**src/rtl/srr_pkg.sv**
```systemverilog
// Shared constants, types and helper functions for the selective-repeat receiver.
// No dependencies; imported by selective_repeat_receiver_unit.
package srr_pkg;

    // Packet word layout
    localparam int unsigned WORD_W     = 32;
    localparam int unsigned PAYLOAD_W  = 27;
    localparam int unsigned SEQ_W      = 3;
    localparam int unsigned SEQ_SPACE  = 8;
    localparam int unsigned END_BIT    = 27;
    localparam int unsigned SEQ_LSB    = 28;
    localparam int unsigned ACK_W      = 4;
    localparam int unsigned IDX_W      = 16;
    localparam int unsigned KIND_W     = 2;

    // Output beat: payload, seq, ack, index packed from bit 0, padded to bytes
    localparam int unsigned OUT_DATA_W = 56;
    localparam int unsigned OUT_USED_W = PAYLOAD_W + SEQ_W + ACK_W + IDX_W;

    // Default receive window
    localparam int unsigned WINDOW_DEF = 4;

    typedef enum logic [KIND_W-1:0] {
        KIND_DATA = 2'd0,
        KIND_ACK  = 2'd1,
        KIND_END  = 2'd2
    } t_kind;

    typedef enum logic [4:0] {
        ST_IDLE  = 5'b00001,
        ST_DRAIN = 5'b00010,
        ST_DELIV = 5'b00100,
        ST_ACK   = 5'b01000,
        ST_END   = 5'b10000
    } t_state;

    // Ack word: sequence in bits 3-1, even parity in bit 0
    function automatic logic [ACK_W-1:0] ack_of(input logic [SEQ_W-1:0] seq);
        ack_of = {seq, ^seq};
    endfunction

endpackage

```
**src/rtl/selective_repeat_receiver_unit.sv**
```systemverilog
// Selective-repeat ARQ receiver: reorder memory, in-order drain and ack generation.
// Depends on srr_pkg for layout constants, result kinds and state codes.
//
// Takes one 32-bit packet word per input beat (bit 31 parity, bits 30-28
// sequence, bit 27 end flag, bits 26-0 payload). A word with odd parity is
// dropped with no output. An end packet gives one END beat and touches no
// state. A data packet whose sequence lies within WINDOW slots of the expected
// sequence is written into an 8-entry reorder memory unless that slot is
// already held; the block then releases up to WINDOW held payloads in order
// (DATA beats carrying slot, payload and a running 16-bit delivery index) and
// closes with one ACK beat. tlast marks the final beat of each packet. The
// reorder memory has a registered read. From acceptance to its ack being
// loaded, a data packet goes through these steps in order: store, look up the
// expected slot and start its read, a delivery step for each drained payload
// (0..WINDOW of them; the read of the next slot overlaps the current
// delivery), and the ack. A new packet is accepted only when the previous
// one has been fully handed to the output register, which may still hold
// its last beat. Stalls on m_axis_tready hold back the DATA, ACK and END beats.
module selective_repeat_receiver_unit
    import srr_pkg::*;
#(
    parameter int unsigned WINDOW = WINDOW_DEF   // receive window, 1..4
) (
    input  logic                  i_clk,
    input  logic                  i_rst_n,
    // Input packets
    input  logic                  s_axis_tvalid,
    output logic                  s_axis_tready,
    input  logic [WORD_W-1:0]     s_axis_tdata,   // [31:0] packet_word
    // Results
    output logic                  m_axis_tvalid,
    input  logic                  m_axis_tready,
    // [26:0] payload, [29:27] seq_number, [33:30] ack_word,
    // [49:34] delivery_index, [55:50] zero
    output logic [OUT_DATA_W-1:0] m_axis_tdata,
    output logic [KIND_W-1:0]     m_axis_tuser,   // [1:0] result_kind
    output logic                  m_axis_tlast
);

    localparam int unsigned CNT_W = $clog2(WINDOW + 1);

    // Control state
    t_state                 r_state, n_state;
    logic [SEQ_W-1:0]       r_exp, n_exp;           // next sequence to deliver
    logic [SEQ_SPACE-1:0]   r_held, n_held;         // slot holds a payload
    logic [IDX_W-1:0]       r_count, n_count;       // delivered payloads
    logic [SEQ_W-1:0]       r_seq, n_seq;           // sequence of packet in work
    logic [CNT_W-1:0]       r_drain_cnt, n_drain_cnt;

    // Reorder memory with registered read port
    logic [PAYLOAD_W-1:0]   r_mem [SEQ_SPACE];
    logic [PAYLOAD_W-1:0]   r_rd_data;
    logic                   w_wr_en;
    logic                   w_rd_en;
    logic [SEQ_W-1:0]       w_rd_addr;

    // Output register
    logic                   r_m_valid, n_m_valid;
    t_kind                  r_m_kind, n_m_kind;
    logic [PAYLOAD_W-1:0]   r_m_payload, n_m_payload;
    logic [SEQ_W-1:0]       r_m_seq, n_m_seq;
    logic [ACK_W-1:0]       r_m_ack, n_m_ack;
    logic [IDX_W-1:0]       r_m_idx, n_m_idx;
    logic                   r_m_last, n_m_last;

    // Input decode
    logic                   w_par_ok;
    logic                   w_is_end;
    logic [SEQ_W-1:0]       w_in_seq;
    logic [PAYLOAD_W-1:0]   w_in_payload;
    logic [SEQ_W-1:0]       w_dist;
    logic                   w_in_window;
    logic                   w_accept;
    logic                   w_out_free;
    logic [SEQ_W-1:0]       w_exp_inc;
    logic [CNT_W-1:0]       w_cnt_inc;
    logic                   w_more;

    assign s_axis_tready = (r_state == ST_IDLE);
    assign w_accept      = s_axis_tvalid && s_axis_tready;

    assign w_par_ok     = ~(^s_axis_tdata);
    assign w_is_end     = s_axis_tdata[END_BIT];
    assign w_in_seq     = s_axis_tdata[SEQ_LSB +: SEQ_W];
    assign w_in_payload = s_axis_tdata[PAYLOAD_W-1:0];
    assign w_dist       = w_in_seq - r_exp;
    assign w_in_window  = ({1'b0, w_dist} < (SEQ_W + 1)'(WINDOW));

    assign w_out_free = !r_m_valid || m_axis_tready;
    assign w_exp_inc  = r_exp + SEQ_W'(1);
    assign w_cnt_inc  = r_drain_cnt + CNT_W'(1);
    // Keep draining while the next slot is held and the window is not used up
    assign w_more     = r_held[w_exp_inc] && (w_cnt_inc < CNT_W'(WINDOW));

    always_comb begin
        n_state     = r_state;
        n_exp       = r_exp;
        n_held      = r_held;
        n_count     = r_count;
        n_seq       = r_seq;
        n_drain_cnt = r_drain_cnt;
        w_wr_en     = 1'b0;
        w_rd_en     = 1'b0;
        w_rd_addr   = r_exp;

        // Drop the output beat once taken
        n_m_valid   = r_m_valid && !m_axis_tready;
        n_m_kind    = r_m_kind;
        n_m_payload = r_m_payload;
        n_m_seq     = r_m_seq;
        n_m_ack     = r_m_ack;
        n_m_idx     = r_m_idx;
        n_m_last    = r_m_last;

        case (r_state)
            ST_IDLE: begin
                if (w_accept && w_par_ok) begin
                    if (w_is_end) begin
                        n_state = ST_END;
                    end else begin
                        n_seq       = w_in_seq;
                        n_drain_cnt = '0;
                        // Store only new in-window packets; duplicates keep the old payload
                        if (w_in_window && !r_held[w_in_seq]) begin
                            w_wr_en          = 1'b1;
                            n_held[w_in_seq] = 1'b1;
                        end
                        n_state = ST_DRAIN;
                    end
                end
            end
            ST_DRAIN: begin
                // Look up the expected slot; the write of the last cycle is visible now
                if (r_held[r_exp]) begin
                    w_rd_en       = 1'b1;
                    n_held[r_exp] = 1'b0;
                    n_state       = ST_DELIV;
                end else begin
                    n_state = ST_ACK;
                end
            end
            ST_DELIV: begin
                if (w_out_free) begin
                    n_m_valid   = 1'b1;
                    n_m_kind    = KIND_DATA;
                    n_m_payload = r_rd_data;
                    n_m_seq     = r_exp;
                    n_m_ack     = '0;
                    n_m_idx     = r_count;
                    n_m_last    = 1'b0;
                    n_count     = r_count + IDX_W'(1);
                    n_exp       = w_exp_inc;
                    n_drain_cnt = w_cnt_inc;
                    // Overlap the read of the following slot with this delivery
                    if (w_more) begin
                        w_rd_en           = 1'b1;
                        w_rd_addr         = w_exp_inc;
                        n_held[w_exp_inc] = 1'b0;
                    end else begin
                        n_state = ST_ACK;
                    end
                end
            end
            ST_ACK: begin
                if (w_out_free) begin
                    n_m_valid   = 1'b1;
                    n_m_kind    = KIND_ACK;
                    n_m_payload = '0;
                    n_m_seq     = r_seq;
                    n_m_ack     = ack_of(r_seq);
                    n_m_idx     = '0;
                    n_m_last    = 1'b1;
                    n_state     = ST_IDLE;
                end
            end
            ST_END: begin
                if (w_out_free) begin
                    n_m_valid   = 1'b1;
                    n_m_kind    = KIND_END;
                    n_m_payload = '0;
                    n_m_seq     = '0;
                    n_m_ack     = '0;
                    n_m_idx     = '0;
                    n_m_last    = 1'b1;
                    n_state     = ST_IDLE;
                end
            end
            default: begin
                n_state = ST_IDLE;
            end
        endcase
    end

    // Reorder memory: one write port, one registered read port
    always_ff @(posedge i_clk) begin
        if (w_wr_en) begin
            r_mem[w_in_seq] <= w_in_payload;
        end
        if (w_rd_en) begin
            r_rd_data <= r_mem[w_rd_addr];
        end
    end

    always_ff @(posedge i_clk) begin
        if (!i_rst_n) begin
            r_state     <= ST_IDLE;
            r_exp       <= '0;
            r_held      <= '0;
            r_count     <= '0;
            r_drain_cnt <= '0;
            r_m_valid   <= 1'b0;
        end else begin
            r_state     <= n_state;
            r_exp       <= n_exp;
            r_held      <= n_held;
            r_count     <= n_count;
            r_drain_cnt <= n_drain_cnt;
            r_m_valid   <= n_m_valid;
        end
    end

    always_ff @(posedge i_clk) begin
        r_seq       <= n_seq;
        r_m_kind    <= n_m_kind;
        r_m_payload <= n_m_payload;
        r_m_seq     <= n_m_seq;
        r_m_ack     <= n_m_ack;
        r_m_idx     <= n_m_idx;
        r_m_last    <= n_m_last;
    end

    assign m_axis_tvalid = r_m_valid;
    assign m_axis_tuser  = r_m_kind;
    assign m_axis_tlast  = r_m_last;
    assign m_axis_tdata  = {(OUT_DATA_W - OUT_USED_W)'(0), r_m_idx, r_m_ack, r_m_seq,
                            r_m_payload};

    // Only ack and end beats close a packet
    a_last_kind: assert property (@(posedge i_clk) disable iff (!i_rst_n)
        m_axis_tvalid |-> (m_axis_tlast == (m_axis_tuser != KIND_DATA)))
        else $error("tlast does not match result kind");

    // The slot being delivered has already had its held mark released
    a_deliv_released: assert property (@(posedge i_clk) disable iff (!i_rst_n)
        (r_state == ST_DELIV) |-> !r_held[r_exp])
        else $error("delivering slot still marked held");

    // Drain never exceeds the window
    a_drain_bound: assert property (@(posedge i_clk) disable iff (!i_rst_n)
        r_drain_cnt <= CNT_W'(WINDOW))
        else $error("drain count beyond window");

    // Every data beat loaded advances the delivery count by one
    a_count_step: assert property (@(posedge i_clk) disable iff (!i_rst_n)
        (r_state == ST_DELIV && w_out_free) |=> (r_count == $past(r_count) + IDX_W'(1)))
        else $error("delivery count did not advance");

endmodule

```
**config.mk**
```make
export PLATFORM = sky130hd
export DESIGN_NAME = selective_repeat_receiver_unit
export DESIGN_NICKNAME = d
export VERILOG_FILES = /design/src/rtl/srr_pkg.sv /design/src/rtl/selective_repeat_receiver_unit.sv
export SDC_FILE = /design/constraint.sdc
export NUM_CORES = 1
export LEC_CHECK = 0
export ABC_CLOCK_PERIOD_IN_PS = 8900
export BUFFER_PORTS_ARGS = -buffer_cell sky130_fd_sc_hd__buf_2
export CORE_MARGIN = 5
export CORE_UTILIZATION = 30
export DETAILED_ROUTE_END_ITERATION = 10
export PLACE_DENSITY = 0.52
export SLEW_MARGIN = 30
export SYNTH_ARGS = -nofsm -noshare
export SYNTH_HDL_FRONTEND = slang
export SYNTH_SLANG_ARGS = --single-unit
```
**constraint.sdc**
```tcl
create_clock -name i_clk -period 8.9 [get_ports i_clk]
set_input_delay 0.89 -clock i_clk [delete_from_list [all_inputs] [get_ports i_clk]]
set_output_delay 0.89 -clock i_clk [all_outputs]
set_load 0.01 [all_outputs]
```
==> results of run 1 <==
worst max-delay path, cell delays in order, from the launching register on:
cell,delay [ns]
dfxtp_1,0.34
or3_1,0.42
nor3b_2,0.62
nand2_1,0.35
nor3_4,0.67
xnor2_4,0.17
buf_4,0.57
buf_4,0.81
mux2_2,0.41
o22ai_1,0.15
nor2_1,0.07
flip-flops by register name, indices dropped and copies added (netlist names), 4 cells and up:
| register | count |
|---|---|
| r_mem | 216 |
| r_m_idx | 16 |
| r_m_payload | 27 |
| r_state | 5 |
| r_rd_data | 27 |
| r_m_ack | 4 |
| r_count | 16 |
| r_held | 8 |
power groups by stage:
| stage | combinational (uW) | clock, uW | sequential [uW] |
|---|---|---|---|
| 2_1_floorplan | 223 | 0 | 1860 |
| 3_3_place_gp | 376 | 0 | 1840 |
| 3_5_place_dp | 380 | 0 | 1840 |
| 4_1_cts | 382 | 1580 | 1810 |
| 5_1_grt | 412 | 1650 | 1810 |
| 6_report | 374 | 1530 | 1810 |
final cells by class:
class | count | share of cell area, %
Sequential cell | 335 | 60.3
Multi-Input combinational cell | 528 | 23.4
Clock buffer | 46 | 6.10
Tap cell | 600 | 4.66
Timing Repair Buffer | 111 | 3.90
Clock inverter | 22 | 1.46
Inverter | 10 | 0.233
Antenna cell | 1 | 0.0155
kinds of logic after synthesis:
logic type               count (synthesis)  synth area share (%)
AND/OR/NAND/NOR                        255                  9.10
AO/OA/AOI/OAI                          117                  6.35
other                                    1                0.0276
buffers and inverters                   57                  1.85
adder cells (fa/ha/maj)                  4                 0.368
multiplexers                            93                  7.39
flip-flops                             335                  71.4
XOR/XNOR                                53                  3.53
cell usage in the layout, fill, tap and decap left out, drive strengths merged, types with 6 or more instances in the layout:
cell type	synthesis	final
a21oi	16	16
a32o	27	27
and2	48	48
and3	7	7
buf	19	111
clkbuf	28	46
clkinv	0	15
conb	1	6
dfxtp	36	36
edfxtp	299	299
inv	10	11
mux2	58	58
mux2i	35	35
nand2	83	83
nand2b	8	8
nand3	15	15
nand4	9	9
nor2	63	63
o21ai	8	8
o22ai	31	31
xnor2	37	37
xor2	16	16
per-layer routing:
| metal | share of wire (%) | up-vias | GRT usage (%) |
|---|---|---|---|
| met1 | 45 | 3772 | 16.2 |
| li1 | - | 3673 | - |
| met5 | 0.087 | - | 0 |
| met2 | 48 | 166 | 20.4 |
| met3 | 5.2 | 62 | 3.14 |
| met4 | 2.4 | 4 | 3.32 |
path summary, 6_finish.rpt:
kind | from | slack [ns] | end | cells after the start
setup reg to reg | r_state[4] | 4.01 | r_rd_data[18] | 10
hold reg to reg | r_drain_cnt[1] | 0.48 | r_drain_cnt[1] | 2
hold / removal | r_drain_cnt[1] | 0.48 | r_drain_cnt[1] | 2
setup / recovery | r_state[4] | 4.01 | r_rd_data[18] | 10
synthesized netlist by cell type (16+ instances only):
master / instances / area (sq um)
mux2_1: 30 / 338
o22ai_1: 31 / 194
xnor2_1: 36 / 315
a32o_1: 27 / 270
edfxtp_1: 299 / 8980
dfxtp_1: 36 / 721
mux2_2: 28 / 315
and2_1: 48 / 300
nor2_1: 63 / 236
clkbuf_1: 28 / 105
mux2i_1: 35 / 350
a21oi_1: 16 / 80.1
nand2_1: 83 / 312
metrics by stage:
step / instance area [sq um] / setup slack, ns / utilization, % / std cells
after floorplan: 13600 / 3.64 / - / 920
after global placement: 14800 / 4.10 / 32.9 / 1583
after detailed placement: 14900 / 4.01 / 33.0 / 1584
after CTS: 16100 / 4.00 / 35.7 / 1652
after global routing: 16100 / 3.62 / 35.7 / 1652
final: 16100 / 4.01 / 35.7 / 1653
==> impl_metrics.py, run 1 <==
metrics = {
    "clock_tree": {
        "cts_tree": "built",
        "path_clk_slew_ns": 0.06,
        "cts_setup_buffers": 0,
        "cts-resized-gates": 0,
        "postCtsHoldBufs": 0,
        "clockRootBuffer": "clkbuf_16",
        "clkLatencyLatePin_ns": 0.55,
        "clkSinkCount": 335,
        "numCtsBuffers": 38,
        "cts_max_path_buffers": 3,
        "ctsHtreeMaxLevel": 2,
    },
    "synth": {
        "synth-seq-cells": 335,
        "syn_area_sq_um": 13600,
        "yosysSeqAreaShare_pct": 71.4,
        "yosysWarnings": 0,
        "synth_cells": 915,
        "synth_edf_count": 299,
        "avgSynthCellArea_sq_um": 14.8,
        "ys.flop_type": "edfxtp_1",
        "ys_types": 54,
        "async_reset_ff_share_pct": 0,
    },
    "finish": {
        "multi_input_area_sq_um": 3760,
        "syn_to_final_growth_pct": 18.4,
        "drive_gt1_share_pct": 20.2,
        "layout.nets": 1064,
        "ff_latch_area_sq_um": 9700,
        "fill_cells": 4359,
    },
    "run_status": {
        "status": "completed",
    },
    "place": {
        "hpwl_um": 17800,
        "finalWeightedCongestion": 0.789,
        "portBuffers": 90,
    },
    "routing": {
        "num_vias": 7677,
        "vias_per_cell": 4.64,
        "totalWireLength_um": 31100,
        "antenna_left": 0,
        "first_pass_iters": 5,
        "drt_iter0_markers": 465,
        "wl_per_cell_um": 18.8,
        "drc": 0,
    },
    "setup_path": {
        "worst_ep_required_time_ns": 9.20,
        "critPathMaxFanout": 61,
        "arrival_ns": 5.19,
        "critPathCaptureType": "flip-flop",
        "cp-start-kind": "flip-flop",
        "critPathKind": "flip-flop to flip-flop",
    },
    "die": {
        "fp.dieW_um": 223,
        "initial_core_util_pct": 30.1,
        "fp.dieH_um": 223,
        "core_sq_um": 45100,
        "ios": 97,
        "fp.dieArea_sq_um": 49600,
        "rows": 78,
    },
    "power_and_ir_drop": {
        "netSwitchingPower_uw": 882,
        "finalPower_uw": 3710,
        "p_clk_share_pct": 41.2,
        "power.static_leakage_uw": 0.00552,
        "p_int_uw": 2830,
        "pwr-share-comb_pct": 10.1,
        "seqPwrFrac_pct": 48.7,
        "swShare_pct": 23.8,
        "p_per_area_nw_per_um2": 231,
        "ir_worst_vdd_v": 0.000122,
    },
    "global_routing": {
        "antenna_found_initial": 3,
        "grt_util_all_layers_pct": 12.3,
        "grt-ovfl-total": 0,
        "grt_pass1_wl_um": 47400,
        "grt_pass1_vias": 7780,
        "grt_max_degree": 62,
    },
    "hold_path": {
        "hold_path_class": "flip-flop to flip-flop",
    },
    "sta": {
        "hold_viol_final": 0,
        "period_share_pct": 55.0,
        "finClkSkew_ns": 0.0175,
        "rsz0062_at_grt": "false",
        "final.setup.tns_ns": 0,
        "hold_slack_ns": 0.480,
        "worstMarginPinSlew_ns": 0.852,
        "slew_violations": 0,
        "min_period_ns": 4.89,
        "setup_viol": 0,
        "max_freq_ghz": 0.204,
        "slew_headroom_pct": 43.2,
    },
    "run": {
        "maxCapViolations": 0,
    },
}
Power figures use the tool's default switching activity.
==> run 2, diff against run 1 <==
--- a/config.mk
+++ b/config.mk
@@ -5,7 +5,7 @@
 export SDC_FILE = /design/constraint.sdc
 export NUM_CORES = 1
 export LEC_CHECK = 0
-export ABC_CLOCK_PERIOD_IN_PS = 8900
+export ABC_CLOCK_PERIOD_IN_PS = 4700
 export BUFFER_PORTS_ARGS = -buffer_cell sky130_fd_sc_hd__buf_2
 export CORE_MARGIN = 5
 export CORE_UTILIZATION = 30
==> constraint.sdc (replaced) <==
create_clock -name i_clk -period 4.7 [get_ports i_clk]
set_input_delay 0.47 -clock i_clk [delete_from_list [all_inputs] [get_ports i_clk]]
set_output_delay 0.47 -clock i_clk [all_outputs]
set_load 0.01 [all_outputs]
==> run 2 against run 1 <==
  * Sequential power grew 89%
  * Setup slack lost 3.3 ns
  * Routed wire length increased by 0.66%
  * Via count grew 0.43%
  * Clock-buffer cell count is the same
  * Critical path depth stayed put
  * Non-clock buffer count up 3
  * Register-to-register slack worse by 3.3 ns
  * Sequential cell count stayed put
  * Combinational power grew 92%
  * Global-route usage about the same
  * Critical path type unchanged
  * Largest cell class unchanged
  * Highest routed layer unchanged
==> impl_metrics.py, run 2 (same netlist as run 1, synthesis figures left out) <==
metrics = {
    "sta": {
        "final.setup.tns_ns": 0,
        "fin_ws_ns": 0.701,
        "slew_headroom_pct": 35.6,
        "period_share_pct": 85.1,
        "finClkSkew_ns": 0.0173,
        "max_freq_ghz": 0.250,
        "hold_viol_final": 0,
        "setup_viol": 0,
        "min_period_ns": 4.00,
        "worstMarginPinSlew_ns": 0.966,
        "slew_violations": 0,
        "rsz0062_at_grt": "false",
    },
    "routing": {
        "vias_per_cell": 4.67,
        "wl_per_cell_um": 18.9,
        "first_pass_iters": 5,
        "drt_iter0_markers": 565,
        "totalWireLength_um": 31300,
        "antenna_left": 0,
        "drc": 0,
        "num_vias": 7710,
    },
    "die": {
        "fp.dieH_um": 223,
        "rows": 78,
        "core_sq_um": 45100,
        "ios": 97,
        "fp.dieW_um": 223,
        "initial_core_util_pct": 30.1,
        "fp.dieArea_sq_um": 49600,
    },
    "clock_tree": {
        "clkLatencyLatePin_ns": 0.53,
        "cts_setup_buffers": 0,
        "ctsHtreeMaxLevel": 2,
        "clockRootBuffer": "clkbuf_16",
        "cts-resized-gates": 0,
        "path_clk_slew_ns": 0.06,
        "numCtsBuffers": 38,
        "cts_tree": "built",
        "clkSinkCount": 335,
        "postCtsHoldBufs": 0,
        "cts_max_path_buffers": 3,
    },
    "setup_path": {
        "critPathKind": "flip-flop to flip-flop",
        "cpPeakStageDelay_ns": 0.79,
        "r2r_end": "r_rd_data[19]",
        "crit_chain": "ha_1 -> xnor2_1 -> nand2b_1 -> o22ai_1 -> nor3_4 -> xnor2_4 -> buf_4 -> mux2_2 -> o22ai_1 -> nor2_1",
        "r2r_cells": 10,
        "cp-start-kind": "flip-flop",
        "cp_common_cell": "o22ai_1",
        "cpMaxStageDelayCell": "xnor2_4",
        "critPathCaptureType": "flip-flop",
        "critPathMaxFanout": 24,
        "arrival_ns": 4.28,
        "worst_ep_required_time_ns": 4.98,
        "r2r_slack_ns": 0.70,
        "r2r-start": "r_exp[1]",
    },
    "power_and_ir_drop": {
        "p_per_area_nw_per_um2": 427,
        "ir_worst_vdd_v": 0.000229,
        "power.static_leakage_uw": 0.00552,
    },
    "finish": {
        "multi_input_area_sq_um": 3760,
        "reg_top3": "r_mem: 216 flops, r_m_payload: 27 flops, r_rd_data: 27 flops",
        "layout.nets": 1067,
        "largest_register_ffs": 216,
        "final_common_cell": "edfxtp_1",
        "syn_to_final_growth_pct": 18.2,
        "fill_cells": 4366,
        "ff_latch_area_sq_um": 9700,
        "final_core_util_pct": 35.6,
        "drive_gt1_share_pct": 20.5,
        "top_register": "r_mem",
        "final_cell_mix": "edfxtp_1, buf_2, nand2_1",
    },
    "hold_path": {
        "holdPathEnd": "r_mem[0][8]",
        "hold_path_class": "input port to flip-flop",
        "hold_depth": 1,
        "hp-start": "s_axis_tdata[8]",
    },
    "global_routing": {
        "grt_pass1_vias": 7695,
        "grt_pass1_wl_um": 47800,
        "grt_util_all_layers_pct": 12.3,
        "antenna_found_initial": 5,
        "grt_max_degree": 50,
        "grt-ovfl-total": 0,
    },
    "place": {
        "hpwl_um": 17900,
        "portBuffers": 90,
        "pre_cts_slack_ns": 0.735,
        "finalWeightedCongestion": 0.820,
    },
    "run": {
        "maxCapViolations": 0,
    },
    "run_status": {
        "status": "completed",
    },
}
[run 2: how the worst max path moves through the flow]
stage | start | end | slack, ns
2_1_floorplan | r_exp[1] | r_mem[3][0] | 0.32
3_3_place_gp | r_exp[1] | r_rd_data[19] | 0.84
3_5_place_dp | r_exp[1] | r_rd_data[19] | 0.74
4_1_cts | r_exp[1] | r_rd_data[19] | 0.69
5_1_grt | r_exp[1] | r_rd_data[18] | 0.44
6_report | r_exp[1] | r_rd_data[19] | 0.70
[run 2: power by group]
group          internal, uW  switching [uW]
logic                   266             451
clock network          1570            1140
registers              3380            42.3
total                  5220            1640
[run 2: final cells by class]
class | instances | area share (%)
inverters | 10 | 0.234
well taps | 600 | 4.67
clock buffers | 46 | 6.24
multi-input cells | 528 | 23.4
repair buffers | 114 | 4.24
diodes | 1 | 0.0156
flip-flops and latches | 335 | 60.4
clock inverters | 18 | 0.826
[run 2: routing by layer]
layer | wire length, um | global-route usage [%] | vias up
met1 | 14300 | 16.8 | 3824
met5 | 19 | 0 | -
met2 | 15000 | 20.5 | 180
li1 | - | - | 3661
met4 | 479 | 2.57 | 4
met3 | 1550 | 2.64 | 41
[run 2: worst max-delay path, delay by kind of cell, from the launching register on]
| kind | cells | cell delay [ns] |
|---|---|---|
| xor+xnor | 2 | 1.36 |
| compound gates | 2 | 0.47 |
| flops | 1 | 0.42 |
| simple gates | 3 | 0.42 |
| buf+inv | 1 | 0.42 |
| mux | 1 | 0.37 |
| fa+ha+maj | 1 | 0.28 |
[run 2: through the flow]
step | power [uW] | hold slack, ns | cell area (sq um) | instances
after floorplan | 3940 | 0.451 | 13600 | 920
after global placement | 4210 | 0.462 | 14900 | 1587
after detailed placement | 4220 | 0.470 | 14900 | 1587
after CTS | 6960 | 0.206 | 16100 | 1651
after global routing | 7150 | 0.218 | 16100 | 1651
final | 6860 | 0.242 | 16100 | 1652
==> run 3, diff against run 2 <==
--- a/config.mk
+++ b/config.mk
@@ -6,11 +6,11 @@
 export NUM_CORES = 1
 export LEC_CHECK = 0
 export ABC_CLOCK_PERIOD_IN_PS = 4700
-export BUFFER_PORTS_ARGS = -buffer_cell sky130_fd_sc_hd__buf_2
+export BUFFER_PORTS_ARGS = -buffer_cell sky130_fd_sc_hd__buf_4
 export CORE_MARGIN = 5
-export CORE_UTILIZATION = 30
+export CORE_UTILIZATION = 60
 export DETAILED_ROUTE_END_ITERATION = 10
-export PLACE_DENSITY = 0.52
+export PLACE_DENSITY = 0.86
 export SLEW_MARGIN = 30
 export SYNTH_ARGS = -nofsm -noshare
 export SYNTH_HDL_FRONTEND = slang
==> run 3 against run 2 <==
  * Final area is 1.8% lower
  * Sequential power is essentially flat
  * Worst hold slack got worse by 0.092 ns
  * Clock skew down 0.0051 ns
  * Critical path type unchanged
==> impl_metrics.py, run 3 (same netlist as run 1, synthesis figures left out) <==
metrics = {
    "run_status": {
        "status": "completed",
    },
    "routing": {
        "totalWireLength_um": 28100,
        "drc": 0,
        "drt_iter0_markers": 783,
        "wl_per_cell_um": 21.2,
        "antenna_left": 0,
        "vias_per_cell": 5.99,
        "num_vias": 7959,
        "first_pass_iters": 5,
    },
    "place": {
        "hpwl_um": 16300,
        "portBuffers": 90,
        "finalWeightedCongestion": 0.889,
        "placed_area_sq_um": 14700,
        "pre_cts_slack_ns": 1.00,
    },
    "finish": {
        "fill_cells": 1410,
        "drive_gt1_share_pct": 20.0,
        "ff_latch_area_sq_um": 9700,
        "layout.nets": 1058,
        "final_core_util_pct": 70.1,
        "multi_input_area_sq_um": 3750,
        "syn_to_final_growth_pct": 16.1,
        "design_area_sq_um": 15800,
        "reg_top3": "r_mem: 216 flops, r_m_payload: 27 flops, r_rd_data: 27 flops",
        "top_register": "r_mem",
        "largest_register_ffs": 216,
        "final_common_cell": "edfxtp_1",
        "final_cell_mix": "edfxtp_1, buf_4, nand2_1",
    },
    "sta": {
        "fin_ws_ns": 0.888,
        "final.setup.tns_ns": 0,
        "period_share_pct": 81.1,
        "worstMarginPinSlew_ns": 0.882,
        "setup_viol": 0,
        "finClkSkew_ns": 0.0122,
        "rsz0062_at_grt": "false",
        "slew_violations": 0,
        "max_freq_ghz": 0.262,
        "slew_headroom_pct": 41.1,
        "min_period_ns": 3.81,
        "hold_viol_final": 0,
    },
    "setup_path": {
        "r2r_slack_ns": 0.89,
        "r2r_cells": 9,
        "r2r-start": "r_exp[1]",
        "cp-start-kind": "flip-flop",
        "critPathMaxFanout": 108,
        "critPathCaptureType": "flip-flop",
        "r2r_end": "r_rd_data[10]",
        "arrival_ns": 4.12,
        "worst_ep_required_time_ns": 5.01,
        "critPathKind": "flip-flop to flip-flop",
    },
    "global_routing": {
        "antenna_found_initial": 1,
        "grt_pass1_vias": 8112,
        "grt_max_degree": 109,
        "grt-ovfl-total": 0,
        "grt_util_all_layers_pct": 21.6,
        "grt_pass1_wl_um": 44000,
    },
    "power_and_ir_drop": {
        "power.static_leakage_uw": 0.00556,
        "ir_worst_vdd_v": 0.000335,
        "finalPower_uw": 6700,
        "p_per_area_nw_per_um2": 425,
    },
    "hold_path": {
        "holdPathEnd": "r_mem[4][4]",
        "hold_path_class": "input port to flip-flop",
        "hp-start": "s_axis_tdata[4]",
        "hold_depth": 1,
    },
    "clock_tree": {
        "numCtsBuffers": 31,
        "clkSinkCount": 335,
        "ctsHtreeMaxLevel": 1,
        "clkLatencyLatePin_ns": 0.57,
        "postCtsHoldBufs": 0,
        "cts_setup_buffers": 0,
        "cts_tree": "built",
        "path_clk_slew_ns": 0.07,
        "cts_max_path_buffers": 3,
        "clockRootBuffer": "clkbuf_16",
        "cts-resized-gates": 0,
    },
    "die": {
        "fp.dieH_um": 160,
        "ios": 97,
        "core_sq_um": 22500,
        "fp.dieArea_sq_um": 25800,
        "fp.dieW_um": 160,
        "rows": 55,
        "initial_core_util_pct": 60.4,
    },
    "run": {
        "maxCapViolations": 0,
    },
}
==> run 3: metal layers <==
metal	global-route usage, %	up-vias	wire length, um
li1	-	3640	-
met1	28.6	3913	11100
met2	36.4	356	14000
met3	3.87	50	2290
met4	7.67	0	769
met5	0	-	0
==> run 3: metrics by stage <==
step                      std cells  hold WS [ns]
after detailed placement       1270         0.490
after global routing           1329         0.140
after CTS                      1328         0.132
after floorplan                 920         0.451
final                          1329         0.150
after global placement         1269         0.460
==> run 3: cell type report <==
type / count / share of cell area (%)
flip-flops and latches: 335 / 61.5
multi-input cells: 528 / 23.8
inverters: 10 / 0.238
repair buffers: 112 / 5.62
well taps: 285 / 2.26
clock inverters: 24 / 1.62
diodes: 1 / 0.0159
clock buffers: 34 / 4.99
==> run 3: worst max path at each step <==
stage / endpoint / slack, ns / start
floorplan: r_mem[3][0] / 0.32 / r_exp[1]
global placement: r_rd_data[19] / 1.19 / r_exp[1]
detailed placement: r_rd_data[22] / 1.00 / r_exp[1]
CTS: r_rd_data[10] / 0.90 / r_exp[1]
global route: r_rd_data[10] / 0.69 / r_exp[1]
finish: r_rd_data[10] / 0.89 / r_exp[1]
==> run 3: critical path, cell delays in order, from the launching register on <==
cell	delay (ns)
dfxtp_1	0.41
ha_1	0.28
xnor2_1	0.53
o311ai_1	0.26
nor3_4	0.61
xnor2_4	0.19
buf_12	0.48
mux2_2	0.42
o22ai_1	0.22
nor2_1	0.09
==> run 3: where the power goes <==
group	leakage [uW]	switching [uW]	total (uW)	internal, uW
clock network	0.000520	1050	2530	1480
registers	0.00296	47.0	3430	3380
logic	0.00207	448	747	299
